===== config.mk =====
export PLATFORM = sky130hd
export DESIGN_NAME = cassette_fsk_sample_generator_core
export DESIGN_NICKNAME = d
export VERILOG_FILES = /design/src/rtl/cfsk_pkg.sv /design/src/rtl/cfsk_ctrl.sv /design/src/rtl/cfsk_datapath.sv /design/src/rtl/cassette_fsk_sample_generator_core.sv
export SDC_FILE = /design/constraint.sdc
export NUM_CORES = 1
export LEC_CHECK = 0
export BUFFER_PORTS_ARGS = -buffer_cell sky130_fd_sc_hd__buf_2
export CORE_MARGIN = 2
export CORE_UTILIZATION = 25
export DETAILED_ROUTE_END_ITERATION = 16
export PLACE_DENSITY = 0.53
export SLEW_MARGIN = 20
export SYNTH_ARGS = -nofsm -noshare
export SYNTH_HDL_FRONTEND = slang
export SYNTH_SLANG_ARGS = --single-unit

===== constraint.sdc =====
create_clock -name i_clk -period 3.49 [get_ports i_clk]
set_input_delay 0 -clock i_clk [delete_from_list [all_inputs] [get_ports i_clk]]
set_output_delay 0 -clock i_clk [all_outputs]
set_load 0.02 [all_outputs]

===== src/rtl/cfsk_pkg.sv =====
// cfsk_pkg: shared types, constants and wave tables for the cassette FSK generator.
// Used by cfsk_ctrl, cfsk_datapath and the top level; depends on nothing.
package cfsk_pkg;

    localparam int unsigned LANES      = 8;
    localparam int unsigned ROM_LEN    = 37;
    localparam int unsigned ROM_IDX_W  = 6;
    localparam int unsigned FRAME_BITS = 10;

    localparam logic [7:0] MID_LEVEL = 8'd128;

    localparam logic [1:0] KIND_DATA    = 2'd0;
    localparam logic [1:0] KIND_TONE    = 2'd1;
    localparam logic [1:0] KIND_SILENCE = 2'd2;
    localparam logic [1:0] KIND_INVALID = 2'd3;

    localparam logic [7:0] WAVE_ZERO [0:ROM_LEN-1] = '{
        8'd128, 8'd139, 8'd149, 8'd159, 8'd168, 8'd176, 8'd183, 8'd188, 8'd191,
        8'd192, 8'd191, 8'd189, 8'd185, 8'd179, 8'd172, 8'd163, 8'd153, 8'd143,
        8'd132, 8'd121, 8'd110, 8'd100, 8'd91,  8'd83,  8'd76,  8'd70,  8'd66,
        8'd64,  8'd64,  8'd66,  8'd69,  8'd75,  8'd82,  8'd90,  8'd99,  8'd109,
        8'd120
    };

    localparam logic [7:0] WAVE_ONE [0:ROM_LEN-1] = '{
        8'd128, 8'd149, 8'd168, 8'd183, 8'd191, 8'd191, 8'd185, 8'd172, 8'd153,
        8'd132, 8'd110, 8'd91,  8'd76,  8'd66,  8'd64,  8'd69,  8'd82,  8'd99,
        8'd120, 8'd142, 8'd162, 8'd178, 8'd189, 8'd192, 8'd188, 8'd177, 8'd161,
        8'd140, 8'd118, 8'd98,  8'd81,  8'd69,  8'd64,  8'd67,  8'd76,  8'd92,
        8'd112
    };

    typedef enum logic [1:0] {
        ST_IDLE = 2'b01,
        ST_GEN  = 2'b10
    } t_state;

    typedef struct packed {
        logic load;
        logic step;
    } t_cmd;

    typedef struct packed {
        logic item_end;
        logic need_emit;
        logic out_busy;
    } t_sts;

    function automatic logic [7:0] wave_sample(input logic one,
                                               input logic [ROM_IDX_W-1:0] idx);
        logic [7:0] s;
        s = MID_LEVEL;
        if (idx < ROM_IDX_W'(ROM_LEN)) begin
            s = one ? WAVE_ONE[idx] : WAVE_ZERO[idx];
        end
        return s;
    endfunction

endpackage


===== src/rtl/cfsk_ctrl.sv =====
// cfsk_ctrl: item sequencer for the cassette FSK generator (idle / generate).
// Depends on cfsk_pkg; drives cfsk_datapath through t_cmd, reads t_sts.
module cfsk_ctrl (
    input  logic                i_clk,
    input  logic                i_rst_n,
    input  logic                i_valid,
    output logic                o_stall,
    input  logic [1:0]          i_kind,
    input  cfsk_pkg::t_sts      i_sts,
    output cfsk_pkg::t_cmd      o_cmd
);

    cfsk_pkg::t_state r_state, n_state;
    logic             accept;

    assign o_stall        = (r_state != cfsk_pkg::ST_IDLE);
    assign accept         = i_valid && !o_stall;
    assign o_cmd.load     = accept && (i_kind != cfsk_pkg::KIND_INVALID);
    assign o_cmd.step     = (r_state == cfsk_pkg::ST_GEN) &&
                            !(i_sts.need_emit && i_sts.out_busy);

    always_comb begin
        n_state = r_state;
        unique case (r_state)
            cfsk_pkg::ST_IDLE: begin
                if (o_cmd.load) begin
                    n_state = cfsk_pkg::ST_GEN;
                end
            end
            cfsk_pkg::ST_GEN: begin
                if (o_cmd.step && i_sts.item_end) begin
                    n_state = cfsk_pkg::ST_IDLE;
                end
            end
            default: n_state = cfsk_pkg::ST_IDLE;
        endcase
    end

    always_ff @(posedge i_clk) begin
        if (!i_rst_n) begin
            r_state <= cfsk_pkg::ST_IDLE;
        end else begin
            r_state <= n_state;
        end
    end

    a_step_only_gen: assert property (@(posedge i_clk) disable iff (!i_rst_n)
        o_cmd.step |-> (r_state == cfsk_pkg::ST_GEN))
        else $error("step issued outside generate state");

    a_end_to_idle: assert property (@(posedge i_clk) disable iff (!i_rst_n)
        (o_cmd.step && i_sts.item_end) |=> (r_state == cfsk_pkg::ST_IDLE))
        else $error("controller did not return to idle at item end");

    a_no_emit_on_busy: assert property (@(posedge i_clk) disable iff (!i_rst_n)
        (i_sts.need_emit && i_sts.out_busy) |-> !o_cmd.step)
        else $error("group emitted while output register held");

    a_load_starts_gen: assert property (@(posedge i_clk) disable iff (!i_rst_n)
        o_cmd.load |=> (r_state == cfsk_pkg::ST_GEN))
        else $error("load did not start generation");

endmodule


===== src/rtl/cfsk_datapath.sv =====
// cfsk_datapath: bit framing, cycle timing, wave lookup, group packing and output register.
// Depends on cfsk_pkg; commanded by cfsk_ctrl.
module cfsk_datapath #(
    parameter int unsigned LONG_CYCLE_SAMPLES = 37,
    parameter int unsigned CYCLES_PER_UNIT    = 10,
    parameter int unsigned SAMPLES_PER_GROUP  = 8
) (
    input  logic            i_clk,
    input  logic            i_rst_n,
    input  cfsk_pkg::t_cmd  i_cmd,
    output cfsk_pkg::t_sts  o_sts,
    input  logic [1:0]      i_kind,
    input  logic [7:0]      i_data_byte,
    input  logic            i_record_end,
    output logic            o_valid,
    input  logic            i_stall,
    output logic [7:0]      o_sample [0:cfsk_pkg::LANES-1],
    output logic [3:0]      o_sample_count,
    output logic            o_last,
    output logic            o_record_done
);

    localparam int unsigned MAXC = (CYCLES_PER_UNIT > cfsk_pkg::FRAME_BITS) ?
                                   CYCLES_PER_UNIT : cfsk_pkg::FRAME_BITS;
    localparam int unsigned CW   = $clog2(MAXC);
    localparam int unsigned PW   = $clog2(LONG_CYCLE_SAMPLES);

    logic [1:0]                        r_phase, n_phase;
    logic                              r_oval, n_oval;
    logic [PW-1:0]                     r_pos, n_pos;
    logic [CW-1:0]                     r_left, n_left;
    logic [cfsk_pkg::FRAME_BITS-1:0]   r_bits, n_bits;
    logic                              r_tone, n_tone;
    logic                              r_silence, n_silence;
    logic                              r_rec_end, n_rec_end;
    logic [2:0]                        r_fill, n_fill;
    logic [7:0]                        r_buf [0:cfsk_pkg::LANES-1];
    logic [7:0]                        n_buf [0:cfsk_pkg::LANES-1];
    logic [7:0]                        r_osamp [0:cfsk_pkg::LANES-1];
    logic [7:0]                        n_osamp [0:cfsk_pkg::LANES-1];
    logic [3:0]                        r_ocount, n_ocount;
    logic                              r_olast, n_olast;
    logic                              r_odone, n_odone;

    logic [PW-1:0] last_pos;
    logic          pos_last;
    logic          item_end;
    logic          grp_full;
    logic          emit;
    logic [7:0]    cur_sample;

    assign last_pos   = (r_phase == 2'd0) ? PW'(LONG_CYCLE_SAMPLES - 2)
                                          : PW'(LONG_CYCLE_SAMPLES - 1);
    assign pos_last   = (r_pos == last_pos);
    assign item_end   = pos_last && (r_left == '0);
    assign grp_full   = (r_fill == 3'(SAMPLES_PER_GROUP - 1));
    assign emit       = i_cmd.step && (item_end || grp_full);
    assign cur_sample = r_silence ? cfsk_pkg::MID_LEVEL :
                        cfsk_pkg::wave_sample(r_tone | r_bits[0],
                                              cfsk_pkg::ROM_IDX_W'(r_pos));

    assign o_sts.item_end  = item_end;
    assign o_sts.need_emit = item_end || grp_full;
    assign o_sts.out_busy  = r_oval && i_stall;

    always_comb begin
        n_phase   = r_phase;
        n_pos     = r_pos;
        n_left    = r_left;
        n_bits    = r_bits;
        n_tone    = r_tone;
        n_silence = r_silence;
        n_rec_end = r_rec_end;
        n_fill    = r_fill;
        n_buf     = r_buf;
        n_oval    = r_oval && i_stall;
        n_osamp   = r_osamp;
        n_ocount  = r_ocount;
        n_olast   = r_olast;
        n_odone   = r_odone;

        if (i_cmd.load) begin
            n_pos     = '0;
            n_bits    = {1'b1, i_data_byte, 1'b0};
            n_tone    = (i_kind == cfsk_pkg::KIND_TONE);
            n_silence = (i_kind == cfsk_pkg::KIND_SILENCE);
            n_rec_end = i_record_end;
            n_left    = (i_kind == cfsk_pkg::KIND_DATA) ? CW'(cfsk_pkg::FRAME_BITS - 1)
                                                       : CW'(CYCLES_PER_UNIT - 1);
            n_fill    = '0;
            for (int k = 0; k < cfsk_pkg::LANES; k++) begin
                n_buf[k] = cfsk_pkg::MID_LEVEL;
            end
        end else if (i_cmd.step) begin
            if (pos_last) begin
                n_pos   = '0;
                n_phase = r_phase + 2'd1;
                n_left  = r_left - CW'(1);
                n_bits  = {1'b0, r_bits[cfsk_pkg::FRAME_BITS-1:1]};
            end else begin
                n_pos = r_pos + PW'(1);
            end
            if (emit) begin
                n_fill = '0;
                for (int k = 0; k < cfsk_pkg::LANES; k++) begin
                    n_buf[k] = cfsk_pkg::MID_LEVEL;
                    if (3'(k) < r_fill) begin
                        n_osamp[k] = r_buf[k];
                    end else if (3'(k) == r_fill) begin
                        n_osamp[k] = cur_sample;
                    end else begin
                        n_osamp[k] = cfsk_pkg::MID_LEVEL;
                    end
                end
                n_oval   = 1'b1;
                n_ocount = {1'b0, r_fill} + 4'd1;
                n_olast  = item_end;
                n_odone  = item_end && r_rec_end;
            end else begin
                n_buf[r_fill] = cur_sample;
                n_fill        = r_fill + 3'd1;
            end
        end
    end

    always_ff @(posedge i_clk) begin
        if (!i_rst_n) begin
            r_phase <= 2'd0;
            r_oval  <= 1'b0;
        end else begin
            r_phase <= n_phase;
            r_oval  <= n_oval;
        end
    end

    always_ff @(posedge i_clk) begin
        r_pos     <= n_pos;
        r_left    <= n_left;
        r_bits    <= n_bits;
        r_tone    <= n_tone;
        r_silence <= n_silence;
        r_rec_end <= n_rec_end;
        r_fill    <= n_fill;
        r_buf     <= n_buf;
        r_osamp   <= n_osamp;
        r_ocount  <= n_ocount;
        r_olast   <= n_olast;
        r_odone   <= n_odone;
    end

    assign o_valid        = r_oval;
    assign o_sample       = r_osamp;
    assign o_sample_count = r_ocount;
    assign o_last         = r_olast;
    assign o_record_done  = r_odone;

    a_count_range: assert property (@(posedge i_clk) disable iff (!i_rst_n)
        r_oval |-> (r_ocount != 4'd0 && r_ocount <= 4'(SAMPLES_PER_GROUP)))
        else $error("sample count out of range");

    a_done_needs_last: assert property (@(posedge i_clk) disable iff (!i_rst_n)
        (r_oval && r_odone) |-> r_olast)
        else $error("record_done without last");

    a_phase_steps: assert property (@(posedge i_clk) disable iff (!i_rst_n)
        (i_cmd.step && pos_last) |=> (r_phase == $past(r_phase) + 2'd1))
        else $error("cycle phase did not advance at cycle end");

endmodule


===== src/rtl/cassette_fsk_sample_generator_core.sv =====
// Top level of the cassette FSK sample generator: one item in, groups of audio samples out.
// Depends on cfsk_pkg, cfsk_ctrl and cfsk_datapath.
//
// Each accepted item (data byte framed as start 0, eight bits LSB first, stop 1; or a
// high-tone or silence unit of CYCLES_PER_UNIT wave periods) is expanded into bit cycles of
// LONG_CYCLE_SAMPLES-1 or LONG_CYCLE_SAMPLES samples, chosen by a running 2-bit phase.
// The datapath produces one sample per clock unless a finished group waits on a held
// output register; an item at the default settings yields 367 or 368 samples, set by
// the phase, and a full group carries SAMPLES_PER_GROUP samples. o_stall is high while
// an item is being expanded; a finished group waits in the output register while the
// next item is accepted. Kind 3 is taken and dropped.
module cassette_fsk_sample_generator_core #(
    parameter int unsigned LONG_CYCLE_SAMPLES = 37,
    parameter int unsigned CYCLES_PER_UNIT    = 10,
    parameter int unsigned SAMPLES_PER_GROUP  = 8
) (
    input  logic        i_clk,
    input  logic        i_rst_n,
    input  logic        i_valid,
    output logic        o_stall,
    input  logic [1:0]  i_kind,
    input  logic [7:0]  i_data_byte,
    input  logic        i_record_end,
    output logic        o_valid,
    input  logic        i_stall,
    output logic [7:0]  o_sample_0,
    output logic [7:0]  o_sample_1,
    output logic [7:0]  o_sample_2,
    output logic [7:0]  o_sample_3,
    output logic [7:0]  o_sample_4,
    output logic [7:0]  o_sample_5,
    output logic [7:0]  o_sample_6,
    output logic [7:0]  o_sample_7,
    output logic [3:0]  o_sample_count,
    output logic        o_last,
    output logic        o_record_done
);

    cfsk_pkg::t_cmd cmd;
    cfsk_pkg::t_sts sts;
    logic [7:0]     samples [0:cfsk_pkg::LANES-1];

    cfsk_ctrl u_ctrl (
        .i_clk   (i_clk),
        .i_rst_n (i_rst_n),
        .i_valid (i_valid),
        .o_stall (o_stall),
        .i_kind  (i_kind),
        .i_sts   (sts),
        .o_cmd   (cmd)
    );

    cfsk_datapath #(
        .LONG_CYCLE_SAMPLES (LONG_CYCLE_SAMPLES),
        .CYCLES_PER_UNIT    (CYCLES_PER_UNIT),
        .SAMPLES_PER_GROUP  (SAMPLES_PER_GROUP)
    ) u_datapath (
        .i_clk          (i_clk),
        .i_rst_n        (i_rst_n),
        .i_cmd          (cmd),
        .o_sts          (sts),
        .i_kind         (i_kind),
        .i_data_byte    (i_data_byte),
        .i_record_end   (i_record_end),
        .o_valid        (o_valid),
        .i_stall        (i_stall),
        .o_sample       (samples),
        .o_sample_count (o_sample_count),
        .o_last         (o_last),
        .o_record_done  (o_record_done)
    );

    assign o_sample_0 = samples[0];
    assign o_sample_1 = samples[1];
    assign o_sample_2 = samples[2];
    assign o_sample_3 = samples[3];
    assign o_sample_4 = samples[4];
    assign o_sample_5 = samples[5];
    assign o_sample_6 = samples[6];
    assign o_sample_7 = samples[7];

endmodule

==> metrics.md, run 1 <==
| Metric | Value |
|---|---|
| Pint | `0.00299 W` |
| Port Buffers | `86` |
| Cells after Synth | `678` |
| CTS sink cnt | `157` |
| Die Ht | `175 um` |
| Most frequent cells in the layout | `buf_2, edfxtp_1, dfxtp_1, a22o_1, nand2_1` |
| Diode count | `0` |
| Placer's final routability congestion estimate | `0.899` |
| Min Hold Slack | `0.0514 ns` |
| Hold Crit Class | `in -> reg` |
| Largest net degree at the start of global routing | `48` |
| Async SR Flop Fraction | `0%` |
| Vias in the first global route | `5406` |
| Setup bufs post-CTS | `0` |
| Root buf cell | `clkbuf_16` |
| Die area | `0.0306 mm^2` |
| Clock power share | `43.3%` |
| WL final | `20.2 mm` |
| HPWL Detailed | `13.8 mm` |
| Initial antenna violation count | `0` |
| Final hold vios | `0` |
| First-pass GRT wire length | `31.4 mm` |
| Worst Skew | `0.0170 ns` |
| Tcrit/Tclk final | `80.1%` |
| Status | `completed` |
| TritonCTS buffer count | `17` |
| Layout area overhead | `22.4%` |
| Prevailing post-synth register cell | `edfxtp_1` |
| CTS H-tree lvls | `4` |
| Initial Utilization | `25.4%` |
| EDFF count, synth | `81` |
| P per Cell Area | `444 mW/mm^2` |
| CTS tree | `yes` |
| Fmax achieved | `0.358 GHz` |
| Slew HR | `30.1%` |
| Most common cell after layout, fill and taps aside | `buf_2` |
| Sw Ratio | `24.9%` |
| Placed Instance Area | `0.00827 mm^2` |
| Setup TNS | `0 ns` |
| Cell row count | `62` |
| RSZ-0062 raised after global routing | `false` |
| Total GRT Usage | `13.3%` |
| DR iter-0 viols | `421` |
| Comb power frac | `7.2%` |
| Max-Cap Viols | `0` |
| Netlist Area Pre-Place | `0.00731 mm^2` |
| Final setup vio count | `0` |
| Synthesized flop and latch total | `157` |
| Io pins | `87` |
| Clock transition at path regs | `0.06 ns` |
| Placed cells | `1128` |
| Worst-Margin Slew | `1.05 ns` |
| Power, Total | `0.00398 W` |
| Crit start category | `flip-flop` |
| Vias per std cell | `4.84` |
| Share of cells above drive strength 1 | `22.2%` |
| Clock latency at the later pin of the worst-skew pair | `0.43 ns` |
| Unique masters post-synth | `67` |
| Register share of total power | `49.5%` |
| Post-Syn Area per Cell | `10.8 um^2` |
| Post-synthesis sequential area ratio | `54.1%` |
| Final min period | `2.80 ns` |
| TritonRoute pass-1 iters | `5` |
| Yosys warning total | `0` |
| Critical path class | `reg -> reg` |
| Die Wd | `175 um` |
| Count of pins over their slew limit | `0` |
| Core Region | `0.0288 mm^2` |
| DR WL/cell | `17.2 um` |
| Crit. End Element | `flip-flop` |
| Leak | `3.39 nW` |
| Crit-path max FO | `15` |
| Drc violations | `0` |
| Grt ovf | `0` |
| Arrival @ worst endpoint | `3.08 ns` |
| CTS max path bufs | `2` |
| Final Non-Filler Cells | `1174` |
| Mapped Nets | `711` |
| DRT antenna net count | `0` |
| Sw Pwr | `0.000992 W` |
| Maximum VDD drop | `0.266 mV` |
| Vias | `5683` |
| Nets | `810` |
| Post-route cell area | `0.00895 mm^2` |
| Worst Path Required | `3.77 ns` |
[kinds of logic after synthesis]
family	after synthesis	share of synthesized area, %
AOI/OAI and AO/OA	206	21.2
and+or+nand+nor	193	13.6
DFF	157	54.1
buffers and inverters	78	4.53
adders and majority gates	19	3.22
muxes	14	2.09
xor gates and xnor gates	11	1.32
[area by class of cell]
class,instances,area [um^2]
multi-input cells,443,3040
well taps,384,480
flip-flops and latches,157,3950
repair buffers,133,843
clock buffers,19,433
inverters,25,93.8
clock inverters,13,109
fillers,2985,19800
[state kept, by name, summed over array words and instances, names as in the netlist]
| name | count |
|---|---|
| u_datapath.o_record_done | 1 |
| u_datapath.r_bits | 10 |
| u_datapath.r_pos | 6 |
| u_datapath.r_left | 4 |
| u_datapath.r_buf | 56 |
| u_datapath.o_sample_count | 4 |
| u_datapath.r_phase | 2 |
| u_ctrl.r_state | 2 |
| u_datapath.o_sample | 64 |
| u_datapath.o_valid | 1 |
| u_datapath.o_last | 1 |
| u_datapath.r_rec_end | 1 |
| u_datapath.r_tone | 1 |
| u_datapath.r_silence | 1 |
| u_datapath.r_fill | 3 |
[what timing repair did]
action | in CTS | in global routing
endpoints found under the hold margin | 16 | 0
hold buffers | 14 | 0
gates resized for setup | 0 | 0
setup endpoints to repair | 0 | 0
[power by group through the flow]
stage	clock network, W	logic (W)	registers, W
detailed placement	0	0.000272	0.00201
global route	0.00184	0.000313	0.00197
CTS	0.00177	0.000285	0.00197
finish	0.00172	0.000287	0.00197
floorplan	0	0.000175	0.00201
global placement	0	0.000275	0.00201
[synth_stat cells, types with 3 or more instances]
cell type,number,area (um^2)
o21ai_0,45,225
nor2b_1,10,62.6
a21oi_1,28,140
o311ai_0,6,52.6
inv_1,19,71.3
o31ai_1,3,22.5
xor2_1,3,26.3
ha_1,18,225
dfxtp_1,76,1520
inv_2,5,18.8
o211ai_1,8,60.1
a22oi_1,3,22.5
a211oi_1,6,45.0
nand2b_1,5,31.3
or2_2,5,31.3
nor3b_1,7,52.6
a31oi_1,5,31.3
nand3_1,15,75.1
a22o_1,67,587
buf_1,6,22.5
nor3_1,10,50.1
nand2_1,54,203
nor2_1,45,169
buf_2,16,80.1
buf_4,3,22.5
xnor2_1,8,70.1
and3_1,18,113
mux2i_1,13,130
clkbuf_1,27,101
and2_1,10,62.6
edfxtp_1,81,2430
a32o_1,8,80.1
a31o_2,3,26.3
[critical path, stage by stage, from the launching register on]
cell	delay, ns
dfxtp_1	0.36
inv_2	0.11
ha_1	0.46
o21ai_0	0.21
nor2_1	0.05
nor3_1	0.20
a211oi_1	0.11
a2111oi_4	0.90
a32o_1	0.23
[final timing paths]
path | end | cells past startpoint | slack, ns | from
setup / recovery | u_datapath.o_sample[27] | 8 | 0.69 | u_datapath.r_pos[1]
hold / removal | u_datapath.r_left[0] | 3 | 0.05 | i_valid
setup reg to reg | u_datapath.o_sample[27] | 8 | 0.69 | u_datapath.r_pos[1]
hold reg to reg | u_datapath.r_buf[56] | 2 | 0.45 | u_datapath.r_buf[56]
[layer usage]
layer,track usage (%),wire [um]
met4,3.16,207
met3,3.09,1030
met5,0,0
met1,19.0,9920
met2,20.1,9010
[stage by stage]
step                worst slack, ns  util (%)
global placement              0.712      28.7
CTS                           0.705      31.1
finish                        0.694      31.1
detailed placement            0.730      28.7
global route                  0.444      31.1
floorplan                     0.243         -
Power figures use the tool's default switching activity.
==> inputs of run 2 (changes only) <==
==> constraint.sdc (replaced) <==
create_clock -name i_clk -period 2.55 [get_ports i_clk]
set_input_delay 0 -clock i_clk [delete_from_list [all_inputs] [get_ports i_clk]]
set_output_delay 0 -clock i_clk [all_outputs]
set_load 0.02 [all_outputs]
==> run 2 against run 1 <==
Effect of this change: wire length up 1.9%; first-iteration DRC count is 14% higher; global-route usage increased by 0.23 points; flip-flop and latch count unchanged; sequential power increased by 37%; setup slack lost 0.57 ns; cell area increased by 6.5%; non-clock buffer count is 41 higher; via count grew 1.9%; power grew 47%; largest cell class unchanged.
==> metrics.md, run 2 (synthesis results as in run 1) <==
| Metric | Value |
|---|---|
| RSZ-0062 raised after global routing | `true` |
| Filler cells | `2945` |
| Final min period | `2.42 ns` |
| Most frequent cells in the layout | `buf_2, edfxtp_1, dfxtp_1, a22o_1, buf_4` |
| Crit start category | `flip-flop` |
| Worst Path Required | `2.72 ns` |
| Vias per std cell | `4.77` |
| Max-Cap Viols | `0` |
| Nets | `851` |
| DR iter-0 viols | `478` |
| Root buf cell | `clkbuf_16` |
| Most common cell after layout, fill and taps aside | `buf_2` |
| Setup TNS | `0 ns` |
| Comb power frac | `8.0%` |
| Placer's final routability congestion estimate | `0.823` |
| Die Wd | `175 um` |
| Layout area overhead | `30.4%` |
| CTS tree | `yes` |
| Tcrit/Tclk final | `95.0%` |
| TritonCTS buffer count | `17` |
| CTS max path bufs | `2` |
| CTS sink cnt | `157` |
| Share of cells above drive strength 1 | `28.2%` |
| Register share of total power | `46.2%` |
| Sw Ratio | `25.1%` |
| Leak | `3.66 nW` |
| Io pins | `87` |
| Arrival @ worst endpoint | `2.59 ns` |
| Largest net degree at the start of global routing | `48` |
| Largest register FFs | `64` |
| Setup ws final | `0.129 ns` |
| Pre-CTS setup slack | `-0.0258 ns` |
| WL final | `20.5 mm` |
| DRT antenna net count | `0` |
| Worst Skew | `0.0124 ns` |
| Vias | `5790` |
| P per Cell Area | `612 mW/mm^2` |
| Sw Pwr | `0.00146 W` |
| Grt ovf | `0` |
| Initial Utilization | `25.4%` |
| Clock latency at the later pin of the worst-skew pair | `0.43 ns` |
| Maximum VDD drop | `0.330 mV` |
| Die Ht | `175 um` |
| Slew HR | `53.0%` |
| DR WL/cell | `16.9 um` |
| Fmax achieved | `0.413 GHz` |
| Status | `completed` |
| Critical path class | `reg -> reg` |
| Count of pins over their slew limit | `0` |
| Cell row count | `62` |
| CTS H-tree lvls | `4` |
| Final setup vio count | `0` |
| Pint | `0.00437 W` |
| TritonRoute pass-1 iters | `5` |
| Crit-path max FO | `44` |
| Total GRT Usage | `13.5%` |
| Drc violations | `0` |
| Die area | `0.0306 mm^2` |
| Clock power share | `45.8%` |
| Vias in the first global route | `5505` |
| Core Region | `0.0288 mm^2` |
| Crit. End Element | `flip-flop` |
| Port Buffers | `86` |
| Diode count | `0` |
| Initial antenna violation count | `0` |
| HPWL Detailed | `14.4 mm` |
| Clock transition at path regs | `0.07 ns` |
| First-pass GRT wire length | `32.1 mm` |
| Final hold vios | `0` |
| Worst-Margin Slew | `0.702 ns` |
| Hold Crit Class | `in -> reg` |
## run 2: final timing paths
path	endpoint	depth (start not counted)	from	slack (ns)
setup / recovery	u_datapath.o_sample[33]	8	u_datapath.r_pos[1]	0.13
hold / removal	u_datapath.r_left[0]	3	i_valid	0.02
setup reg to reg	u_datapath.o_sample[33]	8	u_datapath.r_pos[1]	0.13
hold reg to reg	u_datapath.r_buf[8]	2	u_datapath.r_buf[8]	0.46
## run 2: cell type report
type | count | area, um^2 | area share, %
Clock buffer | 17 | 425 | 4.46
Clock inverter | 15 | 199 | 2.09
Inverter | 25 | 100 | 1.05
Multi-Input combinational cell | 443 | 3120 | 32.8
Sequential cell | 157 | 3960 | 41.5
Tap cell | 384 | 480 | 5.04
Timing Repair Buffer | 174 | 1250 | 13.1
## run 2: what timing repair did
item,in CTS,in global routing
endpoints found under the hold margin,16,0
gates resized for setup,0,16
hold buffers,14,0
cloned,0,1
pin swaps,1,1
endpoints found under the setup margin,15,68
setup buffers,1,1
## run 2: through the flow
step                hold slack (ns)  cell area, um^2  total power [W]  instances  util, %
floorplan                    0.0989             7350          0.00299        678        -
global placement              0.179             8690          0.00319       1166     30.2
detailed placement            0.179             8690          0.00318       1166     30.2
CTS                         0.00690             9480          0.00587       1213     32.9
global route                 0.0679             9540          0.00603       1215     33.1
finish                       0.0210             9540          0.00583       1215     33.1
## run 2: metal layers
metal | vias to the layer above | wire length, um | track usage [%]
met5 | - | 0 | 0
met4 | 0 | 379 | 4.41
met3 | 25 | 904 | 2.74
met2 | 160 | 9060 | 20.0
met1 | 2792 | 10200 | 19.5
li1 | 2813 | - | -
## run 2: power groups by stage
stage               Combinational, W  Clock [W]  Sequential (W)
finish                      0.000467    0.00267         0.00269
global route                0.000509    0.00283         0.00270
CTS                         0.000454    0.00273         0.00269
detailed placement          0.000432          0         0.00275
global placement            0.000436          0         0.00275
floorplan                   0.000242          0         0.00275
## run 2: worst max-delay path, stage by stage (launching register included)
cell and delay (ns):
dfxtp_2 0.35, buf_4 0.16, and4b_4 0.22, o211ai_4 0.40
inv_4 0.15, o21ai_4 0.28, clkinvlp_4 0.23, buf_4 0.19
buf_12 0.18
==> inputs of run 3 (changes only) <==
--- a/config.mk
+++ b/config.mk
@@ -8,6 +8,7 @@
 export BUFFER_PORTS_ARGS = -buffer_cell sky130_fd_sc_hd__buf_2
 export CORE_MARGIN = 2
 export CORE_UTILIZATION = 25
+export CTS_BUF_LIST = sky130_fd_sc_hd__clkbuf_8
 export DETAILED_ROUTE_END_ITERATION = 16
 export PLACE_DENSITY = 0.53
 export SLEW_MARGIN = 20
==> run 3 against run 2 <==
Effect of this change: final cell count grew 0.16%; hold slack gained 0.22 ns; register-to-register slack is essentially flat; critical path depth is the same; largest power group unchanged; highest routed layer unchanged.
==> metrics.md, run 3 (synthesis results as in run 1) <==
| Metric | Value |
|---|---|
| Port Buffers | `86` |
| TritonCTS buffer count | `17` |
| CP dominant cell by count | `buf_4` |
| Layout area overhead | `28.3%` |
| Root buf cell | `clkbuf_8` |
| Worst Path Required | `2.76 ns` |
| CP max stage delay | `0.39 ns` |
| Final setup vio count | `0` |
| Worst-path cell with the longest stage delay | `o211ai_4` |
| Critical path class | `reg -> reg` |
| Io pins | `87` |
| WL final | `20.5 mm` |
| Hold Crit Class | `in -> reg` |
| Initial antenna violation count | `0` |
| Largest register FFs | `64` |
| Grt ovf | `0` |
| Vias in the first global route | `5513` |
| Worst-Margin Slew | `0.706 ns` |
| Status | `completed` |
| Final hold vios | `0` |
| Crit. End Element | `flip-flop` |
| Clock transition at path regs | `0.10 ns` |
| Min Hold Slack | `0.241 ns` |
| Most frequent cells in the layout | `buf_2, edfxtp_1, dfxtp_1, a22o_1, buf_4` |
| HPWL Detailed | `14.4 mm` |
| Die Ht | `175 um` |
| Core Region | `0.0288 mm^2` |
| DR WL/cell | `16.9 um` |
| Buf/Inv on CP | `5` |
| DR iter-0 viols | `396` |
| Die Wd | `175 um` |
| Maximum VDD drop | `0.278 mV` |
| CTS sink cnt | `157` |
| Max-Cap Viols | `0` |
| Drc violations | `0` |
| Arrival @ worst endpoint | `2.64 ns` |
| Worst path cell trace | `buf_4 > and4b_4 > o211ai_4 > inv_4 > o21ai_4 > clkinvlp_4 > buf_4 > buf_12` |
| TritonRoute pass-1 iters | `5` |
| Worst Skew | `0.0152 ns` |
| Vias | `5796` |
| Leak | `3.59 nW` |
| Cell family with most CP delay | `buffers and inverters` |
| Share of cells above drive strength 1 | `28.5%` |
| DRT antenna net count | `0` |
| Initial Utilization | `25.4%` |
| Crit start category | `flip-flop` |
| Fmax achieved | `0.412 GHz` |
| P per Cell Area | `554 mW/mm^2` |
| Setup TNS | `0 ns` |
| Nets | `853` |
| Die area | `0.0306 mm^2` |
| Clock latency at the later pin of the worst-skew pair | `0.48 ns` |
| Count of pins over their slew limit | `0` |
| Placer's final routability congestion estimate | `0.823` |
| Vias per std cell | `4.76` |
| Final min period | `2.43 ns` |
| Largest net degree at the start of global routing | `48` |
| First-pass GRT wire length | `32.0 mm` |
| Diode count | `0` |
| Crit-path max FO | `44` |
| CTS H-tree lvls | `4` |
| Tcrit/Tclk final | `95.3%` |
| CTS tree | `yes` |
| Cell row count | `62` |
| Slew HR | `52.8%` |
| Total GRT Usage | `13.4%` |
| CTS max path bufs | `2` |
| Most common cell after layout, fill and taps aside | `buf_2` |
-- run 3: layout make-up --
class                           instances  area [um^2]
Clock buffer                           17          234
Clock inverter                         15          199
Fill cell                            2965        19400
Inverter                               25          100
Multi-Input combinational cell        443         3130
Sequential cell                       157         3960
Tap cell                              384          480
Timing Repair Buffer                  176         1280
-- run 3: path summary, 6_finish.rpt --
check / cells past startpoint / slack [ns] / startpoint / end
hold / removal: 2 / 0.24 / i_record_end / u_datapath.r_rec_end
hold reg to reg: 2 / 0.46 / u_datapath.r_buf[8] / u_datapath.r_buf[8]
setup reg to reg: 8 / 0.12 / u_datapath.r_pos[1] / u_datapath.o_sample[33]
setup / recovery: 8 / 0.12 / u_datapath.r_pos[1] / u_datapath.o_sample[33]
-- run 3: routing by layer --
layer / global-route usage [%] / part of all wire, % / up-vias
met3: 2.72 / 4.2 / 26
met5: 0 / 0 / -
met1: 19.5 / 50 / 2796
li1: - / - / 2820
met2: 20.0 / 44 / 154
met4: 4.20 / 1.7 / 0
-- run 3: what timing repair did --
action                     4_1_cts  5_1_grt
buffers inserted                 1        2
cloned                           0        1
pin swaps                        1        1
resized for setup                1       16
hold endpoints to repair        17        0
setup endpoints to repair       17       76
hold buffers                    15        0
-- run 3: metrics by stage --
step / std cells / total power, W / util [%] / setup WS [ns] / cell area, um^2
global placement: 1166 / 0.00319 / 30.2 / 0.000381 / 8690
CTS: 1214 / 0.00521 / 32.3 / 0.0328 / 9300
floorplan: 678 / 0.00299 / - / -0.374 / 7350
global route: 1217 / 0.00539 / 32.6 / -0.00555 / 9380
finish: 1217 / 0.00520 / 32.6 / 0.121 / 9380
detailed placement: 1166 / 0.00318 / 30.2 / -0.0258 / 8690
-- run 3: report_power, final --
part           switching [W]  internal, W
Sequential         0.0000196      0.00267
Clock                0.00110     0.000927
Combinational       0.000275     0.000204
